$ cat src/design/mlnr_pkg.sv
// ----------------------------------------------------------------------------
// mlnr_pkg
// Shared types and codes for the loop note recorder.
// ----------------------------------------------------------------------------
package mlnr_pkg;

    localparam logic [1:0] CMD_EVENT  = 2'd0;
    localparam logic [1:0] CMD_START  = 2'd1;
    localparam logic [1:0] CMD_FLUSH  = 2'd2;
    localparam logic [1:0] CMD_UNUSED = 2'd3;

    localparam logic [1:0] KIND_NOTE = 2'd0;
    localparam logic [1:0] KIND_CTRL = 2'd1;
    localparam logic [1:0] KIND_DONE = 2'd2;

    localparam logic CFG_LOOP_LENGTH = 1'b0;
    localparam logic CFG_SAMPLES_PER_BEAT = 1'b1;

    localparam int TABLE_DEPTH = 2048;
    localparam int IDX_W = 11;

    typedef enum logic [3:0] {
        ST_INIT,
        ST_IDLE,
        ST_CLEAR,
        ST_SCAN,
        ST_SCAN_READ,
        ST_MOD_BASE,
        ST_DIV_OFF,
        ST_MOD_EV,
        ST_LOOKUP,
        ST_DECIDE,
        ST_OUT
    } state_t;

    // request to the shared divider
    typedef struct packed {
        logic        start;
        logic [63:0] dividend;
        logic [31:0] divisor;
    } div_req_t;

    typedef struct packed {
        logic        done;
        logic [63:0] quotient;
        logic [31:0] remainder;
    } div_rsp_t;

endpackage

$ cat src/design/mlnr_divider.sv
// ----------------------------------------------------------------------------
// mlnr_divider
// Restoring divider, one quotient bit per cycle, 64 by 32 bits.
// ----------------------------------------------------------------------------
module mlnr_divider (
    input  logic               clk,
    input  logic               rst_n,
    input  mlnr_pkg::div_req_t req,
    output mlnr_pkg::div_rsp_t rsp
);
    import mlnr_pkg::*;

    logic [63:0] quot_reg;
    logic [32:0] rem_reg;
    logic [31:0] dsr_reg;
    logic [6:0]  cnt_reg;
    logic        busy_reg;
    logic        done_reg;
    logic [32:0] trial;
    logic [32:0] shifted;

    // one restoring step
    always_comb
    begin
        shifted = {rem_reg[31:0], quot_reg[63]};
        trial   = shifted - {1'b0, dsr_reg};
    end

    always_ff @(posedge clk or negedge rst_n)
    begin
        if (!rst_n)
        begin
            busy_reg <= 1'b0;
            done_reg <= 1'b0;
            cnt_reg  <= 7'd0;
        end
        else
        begin
            done_reg <= 1'b0;
            if (req.start)
            begin
                busy_reg <= 1'b1;
                cnt_reg  <= 7'd0;
            end
            else if (busy_reg)
            begin
                cnt_reg <= cnt_reg + 7'd1;
                if (cnt_reg == 7'd63)
                begin
                    busy_reg <= 1'b0;
                    done_reg <= 1'b1;
                end
            end
        end
    end

    // datapath
    always_ff @(posedge clk)
    begin
        if (req.start)
        begin
            quot_reg <= req.dividend;
            rem_reg  <= 33'd0;
            dsr_reg  <= req.divisor;
        end
        else if (busy_reg)
        begin
            if (!trial[32])
            begin
                rem_reg  <= trial;
                quot_reg <= {quot_reg[62:0], 1'b1};
            end
            else
            begin
                rem_reg  <= shifted;
                quot_reg <= {quot_reg[62:0], 1'b0};
            end
        end
    end

    assign rsp.done      = done_reg;
    assign rsp.quotient  = quot_reg;
    assign rsp.remainder = rem_reg[31:0];

    property p_done_pulse;
        @(posedge clk) disable iff (!rst_n) done_reg |=> !done_reg;
    endproperty
    a_done_pulse: assert property (p_done_pulse) else $error("divider done held");

    property p_start_busy;
        @(posedge clk) disable iff (!rst_n) req.start |=> busy_reg;
    endproperty
    a_start_busy: assert property (p_start_busy) else $error("divider not busy");

    property p_done_idle;
        @(posedge clk) disable iff (!rst_n) done_reg |-> !busy_reg;
    endproperty
    a_done_idle: assert property (p_done_idle) else $error("divider busy at done");

endmodule

$ cat config.mk
export PLATFORM = sky130hd
export DESIGN_NAME = mlnr_divider
export DESIGN_NICKNAME = d
export VERILOG_FILES = /design/src/design/mlnr_pkg.sv /design/src/design/mlnr_divider.sv
export SDC_FILE = /design/constraint.sdc
export NUM_CORES = 1
export LEC_CHECK = 0
export ABC_AREA = 0
export BUFFER_PORTS_ARGS = -buffer_cell sky130_fd_sc_hd__buf_4
export CAP_MARGIN = 20
export CORE_UTILIZATION = 45
export CTS_CLUSTER_SIZE = 30
export DETAILED_ROUTE_END_ITERATION = 6
export PLACE_DENSITY = 0.7
export SETUP_SLACK_MARGIN = 0.02
export SLEW_MARGIN = 20
export SYNTH_ARGS = -nofsm -noshare
export SYNTH_HDL_FRONTEND = slang
export SYNTH_SLANG_ARGS = --single-unit
$ cat constraint.sdc
create_clock -name clk -period 6.65 [get_ports clk]
set_input_delay 0.665 -clock clk [delete_from_list [all_inputs] [get_ports clk]]
set_output_delay 0.665 -clock clk [all_outputs]
set_load 0.005 [all_outputs]
==> impl_metrics.env, run 1 <==
export IMPL_syn_inst=651
export IMPL_multi_input_area_mm2=0.003251
export IMPL_start_kind="flop"
export IMPL_dieHeight_um=129.6
export IMPL_hold_viol_final=0
export IMPL_rows=46
export IMPL_num_antenna_cells=0
export IMPL_synthArstFlopShare=0.06569
export IMPL_regToRegStartpoint="quot_reg[63]$_DFFE_PP_"
export IMPL_finalNetCount=970
export IMPL_gp_congestion=0.8657
export IMPL_p_clk_frac=0.258
export IMPL_fmax_mhz=296.2
export IMPL_yosys_area_top_type="edfxtp_1"
export IMPL_cts_made_buffers=17
export IMPL_insertion_delay_ns=0.43
export IMPL_skew_ns=0.01693
export IMPL_ys_ff_latch=137
export IMPL_die_x_um=129.6
export IMPL_largest_reg_flops=64
export IMPL_n_fill_cell=1363
export IMPL_ir_worst_vdd_mv=0.2021
export IMPL_syn_area_mm2=0.007331
export IMPL_antenna_found_initial=0
export IMPL_p_seq_frac=0.356
export IMPL_postRouteAntennaNets=0
export IMPL_clkTransAtPathRegs_ns=0.06
export IMPL_seqCellArea_mm2=0.003750
export IMPL_grt_ovfl_total=0
export IMPL_synth_distinct_cells=60
export IMPL_detail_route_wl_per_cell_um=16.58
export IMPL_clock_sinks=137
export IMPL_cp_max_fo=15
export IMPL_placed_cells=1033
export IMPL_drc_errors=0
export IMPL_final_cell_count_no_fill=1066
export IMPL_synth_edf_count=96
export IMPL_clock_root_buffer="clkbuf_16"
export IMPL_synth_ff_type="edfxtp_1"
export IMPL_hold_path_class="primary input to asynchronous set/reset pin"
export IMPL_dieArea_mm2=0.01681
export IMPL_yosysWarnings=0
export IMPL_rsz0062_at_grt="no"
export IMPL_vias=5729
export IMPL_io_pins=196
export IMPL_synth_area_leaders="edfxtp_1 (39%), mux2_2 (9.7%), dfxtp_1 (8.7%)"
export IMPL_pwr_share_comb=0.386
export IMPL_fin_setup_tns_ns=0
export IMPL_core_area_mm2=0.01589
export IMPL_h_tree_depth=4
export IMPL_hpwl_um=12660
export IMPL_finalSetupViolCount=0
export IMPL_cp_slowest_stage_delay_ns=0.69
export IMPL_grtUsageTotal=0.2153
export IMPL_cts_tree="built"
export IMPL_slew_violations=0
export IMPL_tightest_slew_ns=0.9075
export IMPL_power_density_mw_per_mm2=353.6
export IMPL_p_sw_mw=1.178
export IMPL_grt_pass1_vias=5724
export IMPL_max_slew_margin=0.3950
export IMPL_crit_path_cell_trace="inv_1, ha_1, fa_1, nor2b_1, o31a_1, o2111ai_1, a21oi_2, o31a_1, o22a_1, nand3_1, a311oi_1"
export IMPL_r2r_cells=11
export IMPL_arrival_ns=3.71
export IMPL_start_util=0.4615
export IMPL_cts_setup_buffers=0
export IMPL_grt_max_degree=76
export IMPL_drt_total_wl_um=17670
export IMPL_syn_to_final_growth_pct=29.03
export IMPL_synth_top_area_share=0.3932
export IMPL_finalCritPeriodShare=0.5078
export IMPL_cts_resized=0
export IMPL_synthMostInstantiatedCell="edfxtp_1"
export IMPL_port_buffers=195
export IMPL_cp_slowest_cell="o22a_1"
export IMPL_initialDrtViolationCount=329
export IMPL_p_leak_nw=4.156
export IMPL_grt_first_pass_wirelength_um=27900
export IMPL_status="finished clean"
export IMPL_crit_top_cell="o31a_1"
export IMPL_p_int_mw=2.168
export IMPL_synth_common_cells="edfxtp_1 (96), mux2_2 (63), nor2_1 (62)"
export IMPL_end_kind="flop"
export IMPL_drv_cap=0
export IMPL_cp_startpoint="quot_reg[63]$_DFFE_PP_"
export IMPL_dr_pass1_iters=4
export IMPL_postSynthAreaPerCell_um2=11.26
export IMPL_swShare=0.3520
export IMPL_worstSetupPathType="flop to flop"
export IMPL_final_layout_size_suffix_gt1_frac=0.3612
export IMPL_worstPathRequired_ns=6.98
export IMPL_post_route_min_period_ns=3.377
export IMPL_ys_seq_area_frac=0.5114
export IMPL_clock_path_buffers=2
export IMPL_holdBufCountCts=0
export IMPL_syn_nets=784
export IMPL_viasPerCell=5.374
## stage by stage
| step | utilization | instance area (um2) | power, mW | setup WS [ns] | hold slack, ns |
|---|---|---|---|---|---|
| global placement | 0.5603 | 8900 | 2.433 | 3.385 | 0.4889 |
| CTS | 0.5937 | 9432 | 3.341 | 3.204 | 0.04094 |
| finish | 0.5955 | 9459 | 3.345 | 3.273 | 0.05886 |
| detailed placement | 0.5603 | 8900 | 2.468 | 3.211 | 0.4922 |
| global route | 0.5955 | 9459 | 3.558 | 2.946 | 0.05303 |
| floorplan | - | 7331 | 2.090 | 3.969 | 0.3694 |
## critical path: cells and delay by family, from the launching register on
family / cells / cell delay, ns
buf+inv: 1 / 0.06
simple gates: 2 / 0.35
compound gates: 6 / 1.91
flops: 1 / 0.38
fa+ha+maj: 2 / 0.60
## cell type report
| cell class | count | share of cell area |
|---|---|---|
| flip-flops and latches | 137 | 0.3964 |
| multi-input cells | 444 | 0.3437 |
| repair buffers | 199 | 0.1601 |
| clock buffers | 19 | 0.04577 |
| well taps | 216 | 0.02857 |
| inverters | 38 | 0.01508 |
| clock inverters | 13 | 0.01045 |
## per-layer routing
| metal | global-route usage | share of wire | up-vias |
|---|---|---|---|
| met5 | 0 | 0 | - |
| met2 | 0.3696 | 0.50 | 178 |
| li1 | - | - | 2781 |
| met1 | 0.2454 | 0.41 | 2753 |
| met4 | 0.06498 | 0.012 | 0 |
| met3 | 0.08712 | 0.081 | 17 |
## layout by cell type (no fill, tap or decap), types with 3 or more instances in the layout
cell type / count
a211oi_1: 25
a21o_1: 11
a21oi_1: 45
a21oi_2: 6
a311oi_1: 8
and3_1: 7
buf_4: 198
clkbuf_16: 17
clkinv_2: 3
clkinvlp_4: 5
dfrtp_1: 8
dfxtp_1: 32
edfxtp_1: 96
ha_1: 33
inv_1: 38
mux2_2: 63
mux2i_1: 6
nand2_1: 39
nand2b_1: 8
nand3_1: 7
nand4_1: 9
nor2_1: 62
nor2b_1: 4
nor3_1: 7
o21a_1: 4
o21ai_0: 18
o21ai_1: 4
o21bai_1: 4
o31a_1: 3
or3_1: 5
xnor2_1: 9
xor2_1: 19
## power by group through the flow
stage,clock [mW],combinational (mW),sequential [mW]
floorplan,0,0.907,1.18
global placement,0,1.23,1.20
detailed placement,0,1.26,1.21
CTS,0.881,1.27,1.19
global route,0.913,1.44,1.21
finish,0.862,1.29,1.19
## final timing paths
check                                           end  slack, ns
max in group asynchronous        busy_reg$_DFF_PN0_       6.45
setup reg to reg           rem_reg[27]$_SDFFE_PP0P_       3.27
hold / removal               cnt_reg[2]$_DFFE_PN0P_       0.06
min in group clk              dsr_reg[26]$_DFFE_PP_       0.41
hold reg to reg             rem_reg[1]$_SDFFE_PP0P_       0.52
setup / recovery           rem_reg[27]$_SDFFE_PP0P_       3.27
## cell families after synthesis
logic type               synth area share
XOR/XNOR                          0.03345
AO/OA/AOI/OAI                      0.1420
multiplexers                       0.1050
buffers and inverters             0.04523
flip-flops                         0.5113
adder cells (fa/ha/maj)           0.05906
AND/OR/NAND/NOR                    0.1039
Power figures use the tool's default switching activity.
==> run 2, diff against run 1 <==
clock period = 3.5 ns   (was 6.65 ns; I/O delays follow)
==> run 2 against run 1 <==
Net effect: global-route usage is 0.42 points higher; count of clock-buffer cells in the layout is 2 lower; fmax is 10% higher; cell count is 0.47% higher; combinational power is 94% higher; clock power is 110% higher.
==> impl_metrics.env, run 2 (synthesis results as in run 1) <==
export IMPL_clock_root_buffer="clkbuf_16"
export IMPL_vias=5673
export IMPL_swShare=0.3479
export IMPL_dieHeight_um=129.6
export IMPL_status="finished clean"
export IMPL_p_int_mw=4.297
export IMPL_grtUsageTotal=0.2196
export IMPL_viasPerCell=5.297
export IMPL_largest_reg_flops=64
export IMPL_hold_worst_slack_ns=0.09971
export IMPL_insertion_delay_ns=0.43
export IMPL_p_seq_frac=0.344
export IMPL_dpl_worst_slack_ns=0.4518
export IMPL_initialDrtViolationCount=297
export IMPL_cp_max_fo=11
export IMPL_hold_path_class="primary input to flop"
export IMPL_rrSetupSlack_ns=0.44
export IMPL_postRouteAntennaNets=0
export IMPL_finalCritPeriodShare=0.8757
export IMPL_placed_cells=1038
export IMPL_total_power_mw=6.589
export IMPL_drv_cap=0
export IMPL_io_pins=196
export IMPL_end_kind="flop"
export IMPL_rows=46
export IMPL_final_cell_mix="buf_4 (200), edfxtp_1 (96), mux2_2 (63), nor2_1 (62), a21oi_1 (45)"
export IMPL_hold_viol_final=0
export IMPL_p_clk_frac=0.276
export IMPL_slew_violations=0
export IMPL_drc_errors=0
export IMPL_arrival_ns=3.39
export IMPL_clkTransAtPathRegs_ns=0.06
export IMPL_syn_to_final_growth_pct=30.57
export IMPL_finalNetCount=975
export IMPL_num_antenna_cells=0
export IMPL_worstPathRequired_ns=3.82
export IMPL_antenna_found_initial=0
export IMPL_tightest_slew_ns=0.6983
export IMPL_clock_sinks=137
export IMPL_start_kind="flop"
export IMPL_cts_made_buffers=17
export IMPL_die_x_um=129.6
export IMPL_pwr_share_comb=0.380
export IMPL_drt_total_wl_um=17830
export IMPL_gp_congestion=0.8725
export IMPL_skew_ns=0.01219
export IMPL_cts_resized=0
export IMPL_grt_ovfl_total=0
export IMPL_dieArea_mm2=0.01681
export IMPL_fin_setup_tns_ns=0
export IMPL_p_sw_mw=2.292
export IMPL_finalSetupViolCount=0
export IMPL_power_density_mw_per_mm2=688.4
export IMPL_detail_route_wl_per_cell_um=16.65
export IMPL_setup_ws_ns=0.4352
export IMPL_dr_pass1_iters=5
export IMPL_h_tree_depth=4
export IMPL_rsz0062_at_grt="no"
export IMPL_port_buffers=195
export IMPL_final_common_cell="buf_4"
export IMPL_grt_max_degree=140
export IMPL_core_area_mm2=0.01589
export IMPL_max_slew_margin=0.5345
export IMPL_hpwl_um=12870
export IMPL_final_layout_size_suffix_gt1_frac=0.3649
export IMPL_ir_worst_vdd_mv=0.4031
export IMPL_grt_pass1_vias=5737
export IMPL_grt_first_pass_wirelength_um=28300
export IMPL_worstSetupPathType="flop to flop"
export IMPL_fmax_mhz=326.3
export IMPL_clock_path_buffers=2
export IMPL_cts_tree="built"
export IMPL_p_leak_nw=4.232
export IMPL_post_route_min_period_ns=3.065
export IMPL_final_cell_count_no_fill=1071
export IMPL_start_util=0.4615
-- run 2: changes by cell type in the layout (fill, tap and decap cells not counted), sizes merged --
cell and delta:
buf +4, bufinv +2, clkbuf -2, clkinvlp -5, dlygate4sd3 +1, inv +5
-- run 2: per-layer routing --
metal,up-vias,global-route usage,share of wire
met5,-,0,0
met3,27,0.07267,0.077
li1,2785,-,-
met4,0,0.09508,0.019
met1,2663,0.2589,0.42
met2,198,0.3655,0.49
-- run 2: critical path, cell delays in order (launching register included) --
cell and delay, ns:
edfxtp_1 0.36, inv_1 0.05, ha_1 0.22, fa_1 0.39, nor2b_1 0.20, o31a_1 0.20, o2111ai_1 0.16, a21oi_2 0.24
o31a_1 0.29, o22ai_4 0.19, a211oi_1 0.32, a21oi_1 0.08, a211oi_1 0.27
-- run 2: worst paths after layout --
kind,cells after the start,startpoint,to
setup / recovery,12,quot_reg[63]$_DFFE_PP_,rem_reg[4]$_SDFFE_PP0P_
hold / removal,1,req[8],dsr_reg[8]$_DFFE_PP_
setup reg to reg,12,quot_reg[63]$_DFFE_PP_,rem_reg[4]$_SDFFE_PP0P_
hold reg to reg,2,rem_reg[26]$_SDFFE_PP0P_,rem_reg[27]$_SDFFE_PP0P_
max in group asynchronous,2,rst_n,busy_reg$_DFF_PN0_
min in group asynchronous,2,rst_n,cnt_reg[1]$_DFFE_PN0P_
-- run 2: area by class of cell --
class | count | area [um2]
fill | 1357 | 6314
clock buffer | 17 | 425.4
tap | 216 | 270.3
sequential | 137 | 3750
clock inverter | 15 | 161.4
multi-input combinational | 444 | 3251
timing repair buffer | 204 | 1572
inverter | 38 | 142.6
-- run 2: through the flow --
| step | instance area (um2) | util |
|---|---|---|
| floorplan | 7331 | - |
| global placement | 8975 | 0.5650 |
| detailed placement | 8975 | 0.5650 |
| CTS | 9572 | 0.6026 |
| global route | 9572 | 0.6026 |
| finish | 9572 | 0.6026 |
-- run 2: power by group through the flow --
stage	clock [mW]	sequential [mW]	combinational [mW]
final	1.82	2.27	2.50
after global placement	0	2.28	2.44
after detailed placement	0	2.29	2.49
after CTS	1.85	2.27	2.50
after floorplan	0	2.25	1.72
after global routing	1.93	2.30	2.77
-- run 2: what timing repair did --
action / 4_1_cts / 5_1_grt
buffers inserted: 0 / 0
hold buffers: 1 / 0
endpoints found under the hold margin: 9 / 0
==> run 3, diff against run 2 <==
CTS_BUF_LIST = sky130_fd_sc_hd__clkbuf_2 sky130_fd_sc_hd__clkbuf_4 sky130_fd_sc_hd__clkbuf_8   (was default)
==> run 3 against run 2 <==
Net effect: cell count unchanged; largest power group unchanged; sequential power hardly changed; total power shrank 7.1%; fmax down 0.40%; register-to-register slack hardly changed; clock skew is 0.0076 ns higher; sequential share of layout area rose by 0.80 points.
==> impl_metrics.env, run 3 (synthesis results as in run 1) <==
export IMPL_arrival_ns=3.43
export IMPL_rsz0062_at_grt="no"
export IMPL_worstPathRequired_ns=3.86
export IMPL_seqCellArea_mm2=0.003750
export IMPL_num_antenna_cells=0
export IMPL_path_buf_inv=1
export IMPL_dieHeight_um=129.6
export IMPL_viasPerCell=5.332
export IMPL_end_kind="flop"
export IMPL_n_fill_cell=1373
export IMPL_hold_path_class="primary input to flop"
export IMPL_slew_violations=0
export IMPL_tightest_slew_ns=0.7280
export IMPL_worstHoldPathCells=1
export IMPL_h_tree_depth=4
export IMPL_hpwl_um=12870
export IMPL_cts_setup_buffers=0
export IMPL_fin_setup_tns_ns=0
export IMPL_dieArea_mm2=0.01681
export IMPL_port_buffers=195
export IMPL_final_cell_mix="buf_4 (200), edfxtp_1 (96), mux2_2 (63), nor2_1 (62), a21oi_1 (45)"
export IMPL_clock_path_buffers=2
export IMPL_hold_viol_final=0
export IMPL_hold_worst_slack_ns=0.05713
export IMPL_gp_congestion=0.8725
export IMPL_initialDrtViolationCount=334
export IMPL_drc_errors=0
export IMPL_postRouteAntennaNets=0
export IMPL_cp_slowest_stage_delay_ns=0.39
export IMPL_multi_input_area_mm2=0.003251
export IMPL_grt_max_degree=140
export IMPL_die_x_um=129.6
export IMPL_postLayoutCoreUtil=0.5905
export IMPL_io_pins=196
export IMPL_p_clk_frac=0.221
export IMPL_cts_made_buffers=17
export IMPL_p_sw_mw=2.241
export IMPL_swShare=0.3662
export IMPL_grt_ovfl_total=0
export IMPL_final_cell_count_no_fill=1071
export IMPL_grt_pass1_vias=5742
export IMPL_core_area_mm2=0.01589
export IMPL_ir_worst_vdd_mv=0.3403
export IMPL_final_common_cell="buf_4"
export IMPL_cp_max_fo=11
export IMPL_cp_num_cells=12
export IMPL_cts_tree="built"
export IMPL_pwr_share_comb=0.409
export IMPL_cp_slowest_cell="fa_1"
export IMPL_finalSetupViolCount=0
export IMPL_vias=5711
export IMPL_clkTransAtPathRegs_ns=0.09
export IMPL_p_leak_nw=4.145
export IMPL_fmax_mhz=325.0
export IMPL_finalNetCount=975
export IMPL_clock_sinks=137
export IMPL_max_slew_margin=0.5147
export IMPL_detail_route_wl_per_cell_um=16.71
export IMPL_p_seq_frac=0.370
export IMPL_crit_path_cell_trace="inv_1, ha_1, fa_1, nor2b_1, o31a_1, o2111ai_1, a21oi_2, o31a_1, o22ai_4, a211oi_1, a21oi_1, a211oi_1"
export IMPL_insertion_delay_ns=0.47
export IMPL_start_util=0.4615
export IMPL_grtUsageTotal=0.2206
export IMPL_rows=46
export IMPL_largest_reg_flops=64
export IMPL_skew_ns=0.01981
export IMPL_grt_first_pass_wirelength_um=28330
export IMPL_status="finished clean"
export IMPL_cts_resized=0
export IMPL_start_kind="flop"
export IMPL_crit_family="compound AO/OA/AOI/OAI gates"
export IMPL_clock_root_buffer="clkbuf_8"
export IMPL_syn_to_final_growth_pct=27.96
export IMPL_finalCritPeriodShare=0.8791
export IMPL_drv_cap=0
export IMPL_r2r_cells=12
export IMPL_placed_cells=1038
export IMPL_final_layout_size_suffix_gt1_frac=0.3649
export IMPL_post_route_min_period_ns=3.077
export IMPL_antenna_found_initial=0
export IMPL_worstSetupPathType="flop to flop"
export IMPL_power_density_mw_per_mm2=652.3
export IMPL_holdBufCountCts=1
export IMPL_p_int_mw=3.878
export IMPL_drt_total_wl_um=17900
export IMPL_dr_pass1_iters=5
==> run 3: changes by cell type in the layout (fill, tap and decap cells not counted) <==
cell       change
clkbuf_16     -17
clkbuf_8      +17
==> run 3: final cells by class <==
cell class                      instances  area share
Clock buffer                           17     0.02494
Clock inverter                         15     0.01721
Sequential cell                       137      0.3998
Multi-Input combinational cell        444      0.3465
Timing Repair Buffer                  204      0.1675
Inverter                               38     0.01521
Tap cell                              216     0.02881
==> run 3: worst paths after layout <==
check                                                end  slack [ns]                startpoint
worst max-delay path             rem_reg[4]$_SDFFE_PP0P_        0.42    quot_reg[63]$_DFFE_PP_
worst min-delay path               dsr_reg[26]$_DFFE_PP_        0.06                   req[26]
min in group asynchronous         cnt_reg[4]$_DFFE_PN0P_        0.25                     rst_n
worst min register to register  rem_reg[27]$_SDFFE_PP0P_        0.52  rem_reg[26]$_SDFFE_PP0P_
max in group asynchronous             busy_reg$_DFF_PN0_        3.09                     rst_n
worst max register to register   rem_reg[4]$_SDFFE_PP0P_        0.42    quot_reg[63]$_DFFE_PP_
==> run 3: routing by layer <==
layer / vias up / share of wire / GRT usage
met4: 0 / 0.018 / 0.09166
met2: 217 / 0.48 / 0.3677
met5: - / 0 / 0
li1: 2790 / - / -
met1: 2678 / 0.41 / 0.2575
met3: 26 / 0.083 / 0.07886
==> run 3: power groups by stage <==
stage | clock [mW] | sequential, mW | combinational (mW)
after floorplan | 0 | 2.25 | 1.72
after global placement | 0 | 2.28 | 2.44
after detailed placement | 0 | 2.29 | 2.49
after CTS | 1.38 | 2.26 | 2.50
after global routing | 1.46 | 2.30 | 2.77
final | 1.35 | 2.26 | 2.50
==> run 3: worst reg2reg max path, cell delays in order, from the launching register on <==
cell and delay, ns:
edfxtp_1 0.36, inv_1 0.05, ha_1 0.22, fa_1 0.39
nor2b_1 0.20, o31a_1 0.20, o2111ai_1 0.16, a21oi_2 0.24
o31a_1 0.29, o22ai_4 0.19, a211oi_1 0.33, a21oi_1 0.08
a211oi_1 0.27
==> run 3: stage by stage <==
stage	worst slack [ns]	total power, mW	cell area (um2)
2_1_floorplan	0.8187	3.971	7331
3_3_place_gp	0.6064	4.725	8975
4_1_cts	0.4055	6.144	9380
5_1_grt	0.1498	6.523	9380
6_report	0.4230	6.119	9380
3_5_place_dp	0.4518	4.784	8975
